===== src/rtl/core/bga_pkg.sv =====
// ----------------------------------------------------------------------------
// bga_pkg: shared types and constants for the battery gauge
// Beat layouts, window length and the fixed-point reciprocals used to divide
// by constants without a divider.
// ----------------------------------------------------------------------------
package bga_pkg;

    // Averaging window: the new sample plus WINDOW_LEN-1 stored samples.
    localparam int unsigned WINDOW_LEN = 10;
    localparam int unsigned HIST_LEN   = WINDOW_LEN - 1;

    localparam int unsigned SAMPLE_W = 12;
    localparam int unsigned ADC_FULL = 4095;
    localparam int unsigned SUM_W    = $clog2(ADC_FULL * WINDOW_LEN + 1);

    // Exact floor(sum / WINDOW_LEN) as (sum * AVG_RECIP) >> AVG_SHIFT.
    localparam int unsigned AVG_SHIFT   = SUM_W + $clog2(WINDOW_LEN);
    localparam int unsigned AVG_RECIP   = ((1 << AVG_SHIFT) + WINDOW_LEN - 1) / WINDOW_LEN;
    localparam int unsigned AVG_RECIP_W = SUM_W + 1;
    localparam int unsigned AVG_PROD_W  = SUM_W + AVG_RECIP_W;

    // Scaling to millivolts at the ADC pin.
    localparam int unsigned REF_MV     = 3300;
    localparam int unsigned MV_PROD_W  = 24;
    // Exact floor(p / 4095) for p below 2^24 as ((p + 1) * 4097) >> 24.
    localparam int unsigned SCALE_RECIP   = ADC_FULL + 2;
    localparam int unsigned SCALE_RECIP_W = 13;
    localparam int unsigned SCALE_SHIFT   = 24;
    localparam int unsigned SCALE_PROD_W  = MV_PROD_W + SCALE_RECIP_W;

    // Clamp range and percentage.
    localparam int unsigned MV_W     = 12;
    localparam int unsigned MV_MIN   = 3300;
    localparam int unsigned MV_MAX   = 3900;
    localparam int unsigned PCT_W    = 7;
    localparam int unsigned PCT_FULL = 100;
    localparam int unsigned PCT_D_W  = $clog2(MV_MAX - MV_MIN + 1);
    // The clamped voltage is always even, so (d * 100 / 600) = (d / 2) / 3,
    // and floor(h / 3) for h up to 300 is (h * 683) >> 11.
    localparam int unsigned PCT_H_W      = PCT_D_W - 1;
    localparam int unsigned PCT_RECIP    = 683;
    localparam int unsigned PCT_RECIP_W  = 10;
    localparam int unsigned PCT_SHIFT    = 11;
    localparam int unsigned PCT_PROD_W   = PCT_H_W + PCT_RECIP_W;

    typedef struct packed {
        logic [SAMPLE_W-1:0] adc_sample;
        logic                charger_pin_level;
    } bga_in_t;

    typedef struct packed {
        logic [MV_W-1:0]  battery_mv;
        logic [PCT_W-1:0] battery_percent;
        logic             charging;
    } bga_out_t;

    // Window sum and pin level handed from the history stage to the scaler.
    typedef struct packed {
        logic [SUM_W-1:0] sum;
        logic             pin;
    } bga_sum_t;

endpackage


===== src/rtl/core/bga_history.sv =====
// ----------------------------------------------------------------------------
// bga_history: sample history and running window sum
// Keeps the previous samples in a shift line with a running sum of them, and
// registers the full window sum of each accepted beat.
// ----------------------------------------------------------------------------
module bga_history (
    input  logic              aclk,
    input  logic              aresetn,
    input  logic              in_valid,
    output logic              in_ready,
    input  bga_pkg::bga_in_t  in_data,
    output logic              out_valid,
    input  logic              out_ready,
    output bga_pkg::bga_sum_t out_data
);
    import bga_pkg::*;

    logic [SAMPLE_W-1:0] hist_reg [HIST_LEN];
    logic [SUM_W-1:0]    hist_sum_reg;
    logic [SUM_W-1:0]    hist_sum_next;
    logic [SUM_W-1:0]    win_sum;
    logic                valid_reg;
    bga_sum_t            data_reg;
    logic                accept;

    assign in_ready  = !valid_reg || out_ready;
    assign accept    = in_valid && in_ready;
    assign out_valid = valid_reg;
    assign out_data  = data_reg;

    assign win_sum       = hist_sum_reg + SUM_W'(in_data.adc_sample);
    assign hist_sum_next = win_sum - SUM_W'(hist_reg[HIST_LEN-1]);

    // The shift line resets to the full-scale value in the newest entry.
    always_ff @(posedge aclk) begin
        if (!aresetn) begin
            for (int i = 1; i < HIST_LEN; i++) begin
                hist_reg[i] <= '0;
            end
            hist_reg[0]  <= SAMPLE_W'(ADC_FULL);
            hist_sum_reg <= SUM_W'(ADC_FULL);
        end else if (accept) begin
            for (int i = HIST_LEN - 1; i > 0; i--) begin
                hist_reg[i] <= hist_reg[i-1];
            end
            hist_reg[0]  <= in_data.adc_sample;
            hist_sum_reg <= hist_sum_next;
        end
    end

    always_ff @(posedge aclk) begin
        if (!aresetn) begin
            valid_reg <= 1'b0;
        end else if (in_ready) begin
            valid_reg <= in_valid;
        end
    end

    always_ff @(posedge aclk) begin
        if (accept) begin
            data_reg.sum <= win_sum;
            data_reg.pin <= in_data.charger_pin_level;
        end
    end

endmodule


===== src/rtl/core/bga_scale.sv =====
// ----------------------------------------------------------------------------
// bga_scale: average, millivolt scaling, clamp and percentage
// Four registered stages, one constant multiplication in each, with the
// result register last.
// ----------------------------------------------------------------------------
module bga_scale (
    input  logic              aclk,
    input  logic              aresetn,
    input  logic              in_valid,
    output logic              in_ready,
    input  bga_pkg::bga_sum_t in_data,
    output logic              out_valid,
    input  logic              out_ready,
    output bga_pkg::bga_out_t out_data
);
    import bga_pkg::*;

    logic v2_reg, v3_reg, v4_reg, v5_reg;
    logic en2, en3, en4, en5;

    logic [SAMPLE_W-1:0]  avg_reg;
    logic                 pin2_reg;
    logic [MV_PROD_W-1:0] prod_reg;
    logic                 pin3_reg;
    logic [SAMPLE_W-1:0]  mv_half_reg;
    logic                 pin4_reg;
    bga_out_t             res_reg;

    logic [AVG_PROD_W-1:0]   avg_prod;
    logic [MV_PROD_W-1:0]    mv_prod;
    logic [SCALE_PROD_W-1:0] scale_prod;
    logic [MV_W:0]           mv_dbl;
    logic [MV_W-1:0]         mv_clamp;
    logic [PCT_D_W-1:0]      mv_off;
    logic [PCT_PROD_W-1:0]   pct_prod;
    logic [PCT_W-1:0]        pct;

    // A stage moves on when it is empty or its successor moves on.
    assign en5      = !v5_reg || out_ready;
    assign en4      = !v4_reg || en5;
    assign en3      = !v3_reg || en4;
    assign en2      = !v2_reg || en3;
    assign in_ready = en2;

    assign out_valid = v5_reg;
    assign out_data  = res_reg;

    always_ff @(posedge aclk) begin
        if (!aresetn) begin
            v2_reg <= 1'b0;
            v3_reg <= 1'b0;
            v4_reg <= 1'b0;
            v5_reg <= 1'b0;
        end else begin
            if (en2) begin
                v2_reg <= in_valid;
            end
            if (en3) begin
                v3_reg <= v2_reg;
            end
            if (en4) begin
                v4_reg <= v3_reg;
            end
            if (en5) begin
                v5_reg <= v4_reg;
            end
        end
    end

    // Window average by reciprocal multiplication.
    assign avg_prod = AVG_PROD_W'(in_data.sum) * AVG_PROD_W'(AVG_RECIP);

    // Millivolts at the ADC pin before the divide by full scale.
    assign mv_prod = MV_PROD_W'(avg_reg) * MV_PROD_W'(REF_MV);

    // Divide by full scale, again by reciprocal.
    assign scale_prod = SCALE_PROD_W'(prod_reg + MV_PROD_W'(1)) * SCALE_PROD_W'(SCALE_RECIP);

    always_comb begin
        mv_dbl = {mv_half_reg, 1'b0};
        if (mv_dbl < (MV_W + 1)'(MV_MIN)) begin
            mv_clamp = MV_W'(MV_MIN);
        end else if (mv_dbl > (MV_W + 1)'(MV_MAX)) begin
            mv_clamp = MV_W'(MV_MAX);
        end else begin
            mv_clamp = mv_dbl[MV_W-1:0];
        end
        mv_off   = PCT_D_W'(mv_clamp - MV_W'(MV_MIN));
        pct_prod = PCT_PROD_W'(mv_off[PCT_D_W-1:1]) * PCT_PROD_W'(PCT_RECIP);
        pct      = pct_prod[PCT_SHIFT +: PCT_W];
    end

    always_ff @(posedge aclk) begin
        if (en2) begin
            avg_reg  <= avg_prod[AVG_SHIFT +: SAMPLE_W];
            pin2_reg <= in_data.pin;
        end
        if (en3) begin
            prod_reg <= mv_prod;
            pin3_reg <= pin2_reg;
        end
        if (en4) begin
            mv_half_reg <= scale_prod[SCALE_SHIFT +: SAMPLE_W];
            pin4_reg    <= pin3_reg;
        end
        if (en5) begin
            res_reg.battery_mv      <= mv_clamp;
            res_reg.battery_percent <= pct;
            res_reg.charging        <= (pct != PCT_W'(PCT_FULL)) && !pin4_reg;
        end
    end

endmodule


===== src/rtl/core/battery_gauge_averaging.sv =====
// ----------------------------------------------------------------------------
// battery_gauge_averaging: moving-average battery voltage and charge gauge
// Path: an accepted input beat is registered in bga_history, then in the bga_scale stages.
// Throughput: one beat per cycle unless m_ready stalls the five-stage pipeline.
// Reset: synchronous, active low; history holds full scale in the newest entry.
// ----------------------------------------------------------------------------
module battery_gauge_averaging (
    input  logic              aclk,
    input  logic              aresetn,
    input  logic              s_valid,
    output logic              s_ready,
    input  bga_pkg::bga_in_t  s_data,
    output logic              m_valid,
    input  logic              m_ready,
    output bga_pkg::bga_out_t m_data
);
    import bga_pkg::*;

    // The history stage keeps the previous samples in a shift line together
    // with their running sum, so the window sum of each beat costs one add.
    // Its register holds the sum and the charger pin level for the scaler.
    logic     sum_valid;
    logic     sum_ready;
    bga_sum_t sum_data;

    // The scaler divides by the window length, scales to millivolts, doubles
    // for the external divider, clamps and forms the percentage. Each stage
    // carries one constant multiplication; every stage advances whenever it
    // is empty or its successor advances, so bubbles close up and the input
    // keeps being accepted while a result waits at the output register, until
    // every stage holds a beat.
    bga_history u_history (
        .aclk      (aclk),
        .aresetn   (aresetn),
        .in_valid  (s_valid),
        .in_ready  (s_ready),
        .in_data   (s_data),
        .out_valid (sum_valid),
        .out_ready (sum_ready),
        .out_data  (sum_data)
    );

    bga_scale u_scale (
        .aclk      (aclk),
        .aresetn   (aresetn),
        .in_valid  (sum_valid),
        .in_ready  (sum_ready),
        .in_data   (sum_data),
        .out_valid (m_valid),
        .out_ready (m_ready),
        .out_data  (m_data)
    );

endmodule

===== config.mk =====
export PLATFORM = sky130hd
export DESIGN_NAME = battery_gauge_averaging
export DESIGN_NICKNAME = d
export VERILOG_FILES = /design/src/rtl/core/bga_pkg.sv /design/src/rtl/core/bga_history.sv /design/src/rtl/core/bga_scale.sv /design/src/rtl/core/battery_gauge_averaging.sv
export SDC_FILE = /design/constraint.sdc
export NUM_CORES = 1
export LEC_CHECK = 0
export BUFFER_PORTS_ARGS = -buffer_cell sky130_fd_sc_hd__buf_2
export CELL_PAD_IN_SITES_DETAIL_PLACEMENT = 1
export CELL_PAD_IN_SITES_GLOBAL_PLACEMENT = 1
export CORE_MARGIN = 3
export CORE_UTILIZATION = 57
export CTS_CLUSTER_DIAMETER = 40
export DETAILED_ROUTE_END_ITERATION = 8
export HOLD_SLACK_MARGIN = 0.1
export MAX_ROUTING_LAYER = met4
export PLACE_DENSITY = 0.95
export REMOVE_ABC_BUFFERS = 1
export SLEW_MARGIN = 40
export SYNTH_ARGS = -nofsm -noshare
export SYNTH_HDL_FRONTEND = slang
export SYNTH_SLANG_ARGS = --single-unit

===== constraint.sdc =====
create_clock -name aclk -period 9.2 [get_ports aclk]
set_input_delay 1.38 -clock aclk [delete_from_list [all_inputs] [get_ports aclk]]
set_output_delay 1.38 -clock aclk [all_outputs]
set_load 0.02 [all_outputs]

==> qor.txt <==
Status -> complete, no violations
CP required -> 9.44 ns
# H-tree levels -> 2
Yosys reg bits -> 214
Die area -> 0.03234 mm2
CP startpoint kind -> flip-flop
Min Tclk post-route -> 7.508 ns
First-pass GRT wire length -> 88.49 mm
Dominant cell type by area after synthesis -> edfxtp_1
Post-CTS Setup Repair Bufs -> 0
Rows -> 63
RSZ-0062 raised after global routing -> false
Post-synth top flop -> edfxtp_1
HP Start -> u_history.out_data[0]
CP endpoint kind -> flip-flop
Max cap viols -> 0
Die W -> 179.8 um
Setup CP Type -> reg -> reg
Library cells used by synthesis -> 65
Top cells by instance count after synthesis -> 290 x ha_1, 279 x inv_1, 193 x edfxtp_1, 134 x fa_1, 79 x and3_1
Grt total ovfl -> 0
Gp weighted congestion -> 0.9179
Sequential area share after synthesis -> 36.09%
CTS resizes -> 0
Final period util -> 81.61%
Initial DRC Count -> 1220
Clk slew on worst S/H paths -> 0.06 ns
Final antenna diode count -> 0
Routed wire length -> 58.53 mm
IO Count -> 39
Worst-Skew Late Latency -> 0.52 ns
Worst path max stage delay -> 0.58 ns
Dpl cells -> 1907
Syn Inst Count -> 1501
CTS Buf Count -> 34
Buf+Inv Stages, Crit Path -> 4
Routed WL per cell -> 29.74 um
Worst r2r src -> u_scale.mv_half_reg[1]
# setup viols final -> 0
Die Ht -> 179.8 um
Count of final max-slew check failures -> 0
Vias -> 12800
Tot GR Track Use -> 36.94%
Max reg flops -> 108
Top cell by count, worst path -> inv_1
Yosys warnings -> 0
Clock sinks -> 214
Clock Path Buffers -> 3
Layout cells sized above 1 -> 6.971%
Critical path peak fanout -> 9
I/O Buffers -> 37
Ranking of synthesized cells by area -> edfxtp_1 34%, ha_1 21%, fa_1 16%
Crit path max-delay family -> adder cells
Initial antenna violation count -> 0
Slew margin rel. -> 47.96%
Detailed Routing Iterations Pass 1 -> 5
Hold_buf cts -> 0
Area delta synth->final -> 9.677%
Starting Density -> 57.95%
Post-synth EDFFs -> 193
Final Non-Filler Cells -> 1968
DR DRC count -> 0
Root buf cell -> clkbuf_16
Most numerous cell in the Yosys netlist -> ha_1
ANT nets after route -> 0
Detailed placer's ending HPWL -> 37.16 mm
Top-area cell type share of the netlist area -> 33.65%
Nets@finish -> 1994
Crit. Startpoint -> u_scale.mv_half_reg[1]
Core area -> 0.02972 mm2
Worst path arrival time -> 7.75 ns
Pin count of the biggest net entering global routing -> 120
Clk_skew -> 0.03689 ns
Mapped cell area -> 0.01722 mm2
Final worst slack -> 1.692 ns
Final Hold Vio Count -> 0
Dpl ws -> 1.953 ns
Vias/cell -> 6.506
Vias in the first global route -> 14650
Hold Crit Class -> reg -> reg
Slew @ Worst Pin -> 0.7708 ns
Crit path max-delay cell type -> fa_1
Sum of negative setup slack -> 0 ns
CTS tree -> yes
Syn Area/Cell -> 11.47 um2
FMAX -> 0.1332 GHz
Async set-reset flop share out of synthesis -> 0%
## stage by stage
step	util, %	area, um2	hold slack, ns
after floorplan	-	17110	0.4003
after global placement	59.94	17810	0.4091
after detailed placement	59.95	17820	0.4294
after CTS	63.53	18880	0.4439
after global routing	63.56	18890	0.4413
final	63.56	18890	0.4440
## worst reg2reg max path: stages (launching register included)
cell and delay, ns:
edfxtp_1 0.50, o311a_1 0.38, a211oi_1 0.42, o21bai_2 0.21, nand2_1 0.13, nor2_1 0.10
ha_1 0.23, inv_1 0.09, o21ai_0 0.16, nand3b_1 0.22, xnor2_1 0.50, inv_1 0.23
ha_1 0.35, inv_1 0.06, fa_1 0.54, inv_1 0.08, fa_1 0.58, fa_1 0.44
ha_1 0.37, nand3_1 0.12, or3_1 0.38, o21ai_0 0.35, nor2_1 0.12, xnor2_1 0.18
nor4bb_1 0.34, a31oi_1 0.13
## cells by family (layout without fill, tap and decap cells)
group | Yosys count | count (layout) | share of synthesized area [%]
buffers and inverters | 304 | 380 | 6.757
other | 2 | 3 | 0.04361
XOR/XNOR | 78 | 78 | 4.076
adder cells (fa/ha/maj) | 424 | 424 | 36.65
AND/OR/NAND/NOR | 295 | 295 | 9.169
AO/OA/AOI/OAI | 184 | 184 | 7.214
flip-flops | 214 | 214 | 36.09
## layout make-up
type | count | area, um2
clock inverter | 19 | 150.1
multi-input combinational | 984 | 9859
clock buffer | 42 | 912.1
inverter | 279 | 1047
tap | 390 | 488.0
fill | 2983 | 10830
sequential | 214 | 6216
timing repair buffer | 40 | 215.2
## path summary, 6_finish.rpt
path / end / slack (ns) / cells past startpoint
hold reg to reg: u_scale.pin2_reg / 0.44 / 0
hold / removal: u_scale.pin2_reg / 0.44 / 0
setup reg to reg: u_scale.out_data[0] / 1.69 / 25
setup / recovery: u_scale.out_data[0] / 1.69 / 25
## per-layer routing
| metal | part of all wire, % | GRT usage [%] |
|---|---|---|
| met5 | 0 | - |
| met4 | 8.7 | 24.94 |
| met3 | 6.5 | 6.799 |
| met2 | 50 | 63.33 |
| met1 | 35 | 38.76 |
## cells in the final DEF, fill, tap and decap left out, drive strengths merged, types with 6 or more instances in the layout
cell / count
xnor2: 64
buf: 40
or3: 6
nand2: 49
edfxtp: 193
clkinv: 10
nor2: 51
fa: 134
nand2b: 18
ha: 290
and3: 79
o211ai: 13
inv: 284
xor2: 14
nor3: 16
and2: 30
a211oi: 11
a21oi: 41
o21ai: 32
a31oi: 7
o21bai: 8
o21a: 25
a21o: 15
nand3: 22
dfxtp: 21
o31ai: 8
clkbuf: 42
Power is left out: the tool's default activity adds up to more than one toggle a clock period on the data nets, which glitch-free logic cannot reach.
